## config.mk

```make
export PLATFORM = sky130hd
export DESIGN_NAME = pwrg_phase
export DESIGN_NICKNAME = d
export VERILOG_FILES = /design/src/sv/pwrg_pkg.sv /design/src/sv/pwrg_phase.sv
export SDC_FILE = /design/constraint.sdc
export NUM_CORES = 1
export LEC_CHECK = 0
export BUFFER_PORTS_ARGS = -buffer_cell sky130_fd_sc_hd__buf_2
export CAP_MARGIN = 10
export CORE_UTILIZATION = 45
export DETAILED_ROUTE_END_ITERATION = 7
export PLACE_DENSITY_LB_ADDON = 0.2
export SETUP_SLACK_MARGIN = 0.4
export SYNTH_ARGS = -nofsm -noshare
export SYNTH_HDL_FRONTEND = slang
export SYNTH_SLANG_ARGS = --single-unit
```

## constraint.sdc

```tcl
create_clock -name clk -period 7 [get_ports clk]
set_clock_uncertainty 0.2 [all_clocks]
set_input_delay 1.05 -clock clk [delete_from_list [all_inputs] [get_ports clk]]
set_output_delay 1.05 -clock clk [all_outputs]
set_load 0.01 [all_outputs]
```

## src/sv/pwrg_pkg.sv

```systemverilog
// Types, constants and the Q1.15 rounding function shared by the plane wave generator.
`timescale 1ns / 1ps

package pwrg_pkg;

    // Input beat: one signed pixel coordinate pair
    typedef struct packed {
        logic signed [7:0] x_coord;
        logic signed [7:0] y_coord;
    } pixel_t;

    // Output beat: one complex Q1.15 sample
    typedef struct packed {
        logic signed [15:0] real_part;
        logic signed [15:0] imag_part;
    } sample_t;

    // Configuration register file
    typedef struct packed {
        logic              wave_mode;
        logic signed [7:0]  wave_x;
        logic signed [7:0]  wave_y;
        logic signed [15:0] scale_a;
        logic signed [15:0] scale_b;
    } cfg_t;

    // Register indexes
    localparam int CFG_IDX_W  = 3;
    localparam int CFG_DATA_W = 16;
    localparam logic [CFG_IDX_W-1:0] REG_WAVE_MODE = 3'd0;
    localparam logic [CFG_IDX_W-1:0] REG_WAVE_X    = 3'd1;
    localparam logic [CFG_IDX_W-1:0] REG_WAVE_Y    = 3'd2;
    localparam logic [CFG_IDX_W-1:0] REG_SCALE_A   = 3'd3;
    localparam logic [CFG_IDX_W-1:0] REG_SCALE_B   = 3'd4;

    // Mode codes
    localparam logic MODE_MAG_PHASE = 1'b0;
    localparam logic MODE_FIXED_DIR = 1'b1;

    // Angle reduction modulo 360 degrees
    localparam logic [8:0]  DEG_PER_TURN = 9'd360;
    localparam int          DEG_W        = 9;
    localparam logic [16:0] ANGLE_OFFSET = 17'd33120;  // 92 turns, makes the angle positive
    localparam logic [17:0] MOD_RECIP    = 18'd186414; // ceil(2^26 / 360)
    localparam int          MOD_SHIFT    = 26;
    localparam int          MOD_PROD_W   = 35;

    // Index-to-phase reciprocal multiply, split over two stages
    localparam int PHASE_W      = 32;
    localparam int PHASE_STAGES = 2;

    // CORDIC rotator
    localparam int CORDIC_STEPS = 24;
    localparam int CORDIC_W     = 34;
    localparam logic [31:0] CORDIC_START = 32'd652032874;
    localparam logic [31:0] ATAN_TURNS [CORDIC_STEPS] = '{
        32'h20000000, 32'h12E4051E, 32'h09FB385B, 32'h051111D4, 32'h028B0D43, 32'h0145D7E1,
        32'h00A2F61E, 32'h00517C55, 32'h0028BE53, 32'h00145F2F, 32'h000A2F98, 32'h000517CC,
        32'h00028BE6, 32'h000145F3, 32'h0000A2FA, 32'h0000517D, 32'h000028BE, 32'h0000145F,
        32'h00000A30, 32'h00000518, 32'h0000028C, 32'h00000146, 32'h000000A3, 32'h00000051
    };

    // Pipeline depths
    localparam int FRONT_LAT  = 6;
    localparam int PHASE_LAT  = FRONT_LAT + PHASE_STAGES;
    localparam int CORDIC_LAT = CORDIC_STEPS + 2;
    localparam int TOTAL_LAT  = PHASE_LAT + 2 * CORDIC_LAT + 3;

    // Rounding width for Q2.30 values
    localparam int Q_W = 40;

    // Round a 2^30-scaled value to Q1.15: add half, floor shift, saturate
    function automatic logic signed [15:0] to_q15(input logic signed [Q_W-1:0] v);
        logic signed [Q_W-1:0] r;
        r = (v + Q_W'(16384)) >>> 15;
        if (r > Q_W'(32767)) begin
            return 16'sh7FFF;
        end
        if (r < -Q_W'(32768)) begin
            return 16'sh8000;
        end
        return r[15:0];
    endfunction

endpackage

```

## src/sv/pwrg_phase.sv

```systemverilog
// Pixel coordinate to ROM phase: angle, modulo 360, table index and phase division.
`timescale 1ns / 1ps

module pwrg_phase #(
    parameter int COS_TABLE_ENTRIES = 1024
) (
    input  logic             clk,
    input  logic             rst_n,
    input  pwrg_pkg::cfg_t   cfg,
    input  logic             in_valid,
    input  pwrg_pkg::pixel_t pixel,
    output logic             out_valid,
    output logic [31:0]      phase
);
    import pwrg_pkg::*;

    localparam int IW = $clog2(COS_TABLE_ENTRIES);
    localparam int NW = $clog2(360 * COS_TABLE_ENTRIES);
    localparam int K  = NW + DEG_W;
    localparam longint unsigned IDX_RECIP = ((64'd1 << K) + 64'd359) / 64'd360;
    localparam int MW = $clog2(IDX_RECIP + 1);
    localparam int PW = NW + MW;

    // ceil(2^(32+PK) / entries): exact quotient for every idx below entries
    localparam int PK = 2 * IW;
    localparam longint unsigned PH_RECIP =
        ((64'hFFFF_FFFF_FFFF_FFFF >> (32 - PK)) / 64'(COS_TABLE_ENTRIES)) + 64'd1;
    localparam int RW = $clog2(PH_RECIP + 1);
    localparam int RL = 24;
    localparam int RH = RW - RL;
    localparam int TW = IW + RW;
    localparam logic [RL-1:0] RECIP_LO = RL'(PH_RECIP);
    localparam logic [RH-1:0] RECIP_HI = RH'(PH_RECIP >> RL);

    logic [PHASE_LAT-1:0]      fv_reg;
    logic signed [15:0]        px_reg, py_reg;
    logic [16:0]               a_reg, a3_reg;
    logic [MOD_PROD_W-1:0]     aq_reg;
    logic [DEG_W-1:0]          r_reg;
    logic [NW-1:0]             rn_reg;
    logic [PW-1:0]             rm_reg;
    logic signed [17:0]        sum;
    logic [DEG_W-1:0]          q;
    logic [16:0]               qm;
    logic [DEG_W-1:0]          r_next;

    logic [IW-1:0]             idx;
    logic [IW+RL-1:0]          plo_reg;
    logic [IW+RH-1:0]          phi_reg;
    logic [TW-1:0]             prod;
    logic [PHASE_W-1:0]        phase_reg;

    // Angle sum made positive, then modulo 360 by reciprocal multiply
    always_comb
    begin
        sum    = 18'(px_reg) + 18'(py_reg) + 18'(ANGLE_OFFSET);
        q      = aq_reg[MOD_PROD_W-1:MOD_SHIFT];
        qm     = 17'(q) * 17'(DEG_PER_TURN);
        r_next = DEG_W'(a3_reg - qm);
    end

    // Valid bits for every stage
    always_ff @(posedge clk or negedge rst_n)
    begin
        if (!rst_n)
        begin
            fv_reg <= '0;
        end
        else
        begin
            fv_reg <= {fv_reg[PHASE_LAT-2:0], in_valid};
        end
    end

    // Front stages: products, angle, reduction, index
    always_ff @(posedge clk)
    begin
        px_reg <= cfg.wave_x * pixel.x_coord;
        py_reg <= cfg.wave_y * pixel.y_coord;
        a_reg  <= sum[16:0];
        a3_reg <= a_reg;
        aq_reg <= MOD_PROD_W'(a_reg) * MOD_PROD_W'(MOD_RECIP);
        r_reg  <= r_next;
        rn_reg <= NW'(r_reg) * NW'(COS_TABLE_ENTRIES);
        rm_reg <= PW'(rn_reg) * PW'(IDX_RECIP);
    end

    // Phase = floor(idx * 2^32 / entries): partial products, then sum and shift
    always_comb
    begin
        idx  = rm_reg[K +: IW];
        prod = {phi_reg, {RL{1'b0}}} + TW'(plo_reg);
    end

    always_ff @(posedge clk)
    begin
        plo_reg   <= (IW + RL)'(idx) * (IW + RL)'(RECIP_LO);
        phi_reg   <= (IW + RH)'(idx) * (IW + RH)'(RECIP_HI);
        phase_reg <= prod[PK +: PHASE_W];
    end

    assign out_valid = fv_reg[PHASE_LAT-1];
    assign phase     = phase_reg;

    // Checks
    a_lat: assert property (@(posedge clk) disable iff (!rst_n)
        out_valid |-> $past(in_valid, PHASE_LAT))
        else $error("phase beat without matching input beat");
    a_mod: assert property (@(posedge clk) disable iff (!rst_n)
        fv_reg[3] |-> (r_reg < DEG_PER_TURN))
        else $error("angle reduction left a value of 360 or more");

endmodule

```

==> summary.md <==
| Metric | Value |
|---|---|
| CP Launch Type | `flop` |
| Max FFs per register | `17` |
| Pin count of the biggest net entering global routing | `17` |
| Die Area | `34,810 um2` |
| Crit path from | `a_reg[3]` |
| Clk slew on worst S/H paths | `0.07 ns` |
| Remaining global-route overflow | `0` |
| Core area | `33,530 um2` |
| Synth Area in Compound Gates | `0.06137` |
| Share of cells above drive strength 1 | `0.05691` |
| Final-stage net count | `2,172` |
| Post-DP HPWL | `24,780 um` |
| Fin crit period | `5.984 ns` |
| RePlAce Congestion | `0.8514` |
| TritonCTS clock tree | `yes` |
| Residual DRC | `0` |
| CP max FO | `6` |
| Cell Area, Placed | `16,040 um2` |
| CP arrival | `6.11 ns` |
| Number of flops mapped to enable cells by yosys | `0` |
| H-tree Lvls | `4` |
| Buf/Inv on CP | `4` |
| Status | `finished clean` |
| Post-synth top area share | `0.3134` |
| Most frequent CP cell | `fa_1` |
| Final period utilization | `0.8549` |
| PostCTS Resize Cnt | `0` |
| Area grow syn2layout | `8.765%` |
| Clock sinks | `120` |
| Reg-to-reg critical path endpoint | `aq_reg[31]` |
| Register area share after synthesis | `0.1593` |
| RSZ-0062 raised after global routing | `false` |
| Worst Setup EP | `aq_reg[31]` |
| Fmax achieved | `167.1 MHz` |
| CP endpoint kind | `flop` |
| Vias in the first global route | `10,607` |
| Top cells by area, synth | `fa_1 (31%), ha_1 (23%), dfxtp_1 (15%)` |
| Cell count after synthesis | `1,522` |
| Wire per inst | `13.80 um` |
| I/O Buffers | `45` |
| DRT Pass-1 Iters | `5` |
| Largest stage delay, worst path | `0.58 ns` |
| Critical path cell sequence | `ha_1, inv_1, fa_1, fa_1, inv_1, fa_1, inv_1, fa_1, fa_1, inv_1, ha_1, nand2_1, a2111o_1, a211oi_2, a41oi_2, mux2i_1, nor4b_2` |
| DR vias/cell | `4.756` |
| Max-cap viol count | `0` |
| Family with the most delay on the worst path | `adder cells` |
| Buffer levels on the longest clock path | `2` |
| Yosys warns | `0` |
| Routed WL | `28,240 um` |
| Number of DRC violations after detailed-routing iteration 0 | `355` |
| Reg2Reg Launch Point | `a_reg[3]` |
| WP depth | `17` |
| Vias | `9,735` |
| Hold buffer count at cts | `0` |
| Initial antenna violation count | `0` |
| Die width | `186.6 um` |
| Path category of the worst min-delay check | `reg2reg` |
| Depth of the most critical reg-to-reg path | `17` |
| Ant diodes | `0` |
| Synth async-reset ratio | `0.06667` |
| Clock Root Buffer | `clkbuf_16` |
| Mux cell area share after synthesis | `0.0006529` |
| Row cnt | `67` |
| Fin. Hold Viols | `0` |
| Initial core utilization | `0.4572` |
| FF+latch count, synth | `120` |
| Synth area leader | `fa_1` |
| Setup bufs post-CTS | `0` |
| Setup TNS | `0 ns` |
| TritonCTS Buffers | `17` |
| Largest family of logic cells by synthesized area | `adder cells` |
| Slowest CP cell | `fa_1` |
| Synth Cell Area | `15,330 um2` |
| CP required | `7.12 ns` |
| Total GRT Usage | `0.1795` |
| Top_reg_cell synth | `dfxtp_1` |
| Crit path kind | `reg2reg` |
| Synth Area in Adders | `0.5403` |
| Post-route cell area | `16,670 um2` |
| Antenna viol nets, final | `0` |
| R2r setup slk | `1.02 ns` |
| Simple-gate share of the synthesized area | `0.08129` |
| Syn_area_per_cell | `10.07 um2` |
| Post-synthesis xor/xnor area fraction | `0.04570` |
| Final Setup Violations | `0` |
| Synth top cells by count | `inv_1 (410), ha_1 (278), fa_1 (240), dfxtp_1 (112), and2_1 (77)` |
| Wire length of the first global-routing pass | `50,470 um` |
| Die Span Y | `186.6 um` |
| Synth unique cells | `53` |
| I/O pin cnt | `101` |
| Top-count cell post-synth | `inv_1` |
| Clock Latency Late Sink | `0.43 ns` |
| Max-slew violation count | `0` |
[metal layers]
| metal | vias up | wire (um) | share of wire | GRT usage |
|---|---|---|---|---|
| met1 | 4802 | 13240 | 0.47 | 0.2378 |
| met2 | 111 | 14070 | 0.50 | 0.3156 |
| li1 | 4804 | - | - | - |
| met5 | - | 0 | 0 | 0 |
| met3 | 18 | 672 | 0.024 | 0.02200 |
| met4 | 0 | 256 | 0.0091 | 0.03436 |
[metrics by stage]
step / hold slack [ns] / utilization / std cells / setup slack [ns]
6_report: 0.1221 / 0.4973 / 2047 / 1.016
5_1_grt: 0.1282 / 0.4973 / 2047 / 0.7760
4_1_cts: 0.1262 / 0.4973 / 2047 / 0.9934
3_5_place_dp: 0.1121 / 0.4783 / 2015 / 1.012
3_3_place_gp: 0.1106 / 0.4783 / 2015 / 1.080
2_1_floorplan: 0.1096 / - / 1543 / 1.661
[cell families after synthesis]
kind of cell	Yosys count
buf+inv	432
xor+xnor	80
simple gates	228
fa+ha+maj	518
compound gates	142
mux	1
other cells	1
flops	120
[final cells by class]
cell class | count | area, um2
fill | 3168 | 16860
multi-input combinational | 991 | 11260
sequential | 120 | 2442
inverter | 410 | 1539
tap | 448 | 560.5
clock buffer | 18 | 450.4
timing repair buffer | 46 | 232.7
clock inverter | 14 | 186.4
[placed cells by master, fill, tap and decap left out, types with 9 or more instances in the layout]
cell type  Yosys  final
inv_1        410    410
ha_1         278    278
fa_1         240    240
dfxtp_1      112    112
and2_1        77     77
xnor2_1       60     60
nand2_1       55     55
buf_2          0     45
a21oi_1       36     36
o21ai_0       28     28
conb_1         1     22
xor2_1        20     20
a21o_1        20     20
nand2b_1      18     18
nor2_1        18     18
clkbuf_16      0     18
nor3_1        14     14
o21a_1        11     11
a211oi_1       9      9
[worst min-delay path by stage]
stage                           start           to  slack (ns)  depth (start not counted)
after floorplan           phi_reg[18]    phase[22]        0.11                          0
after global placement    phi_reg[18]    phase[22]        0.11                          0
after detailed placement  phi_reg[20]    phase[24]        0.11                          0
after CTS                  rm_reg[31]  phi_reg[21]        0.13                          0
after global routing       rm_reg[31]  phi_reg[21]        0.13                          0
final                     phi_reg[23]    phase[27]        0.12                          0
[worst reg2reg max path, stage by stage (launching register included)]
cell and delay, ns:
dfxtp_1 0.48, ha_1 0.33, inv_1 0.13, fa_1 0.48
fa_1 0.58, inv_1 0.08, fa_1 0.53, inv_1 0.06
fa_1 0.50, fa_1 0.55, inv_1 0.04, ha_1 0.28
nand2_1 0.07, a2111o_1 0.43, a211oi_2 0.40, a41oi_2 0.25
mux2i_1 0.18, nor4b_2 0.31
Power is not shown: default switching activity piles up to over one toggle a cycle in this logic, so the estimate is an artifact.
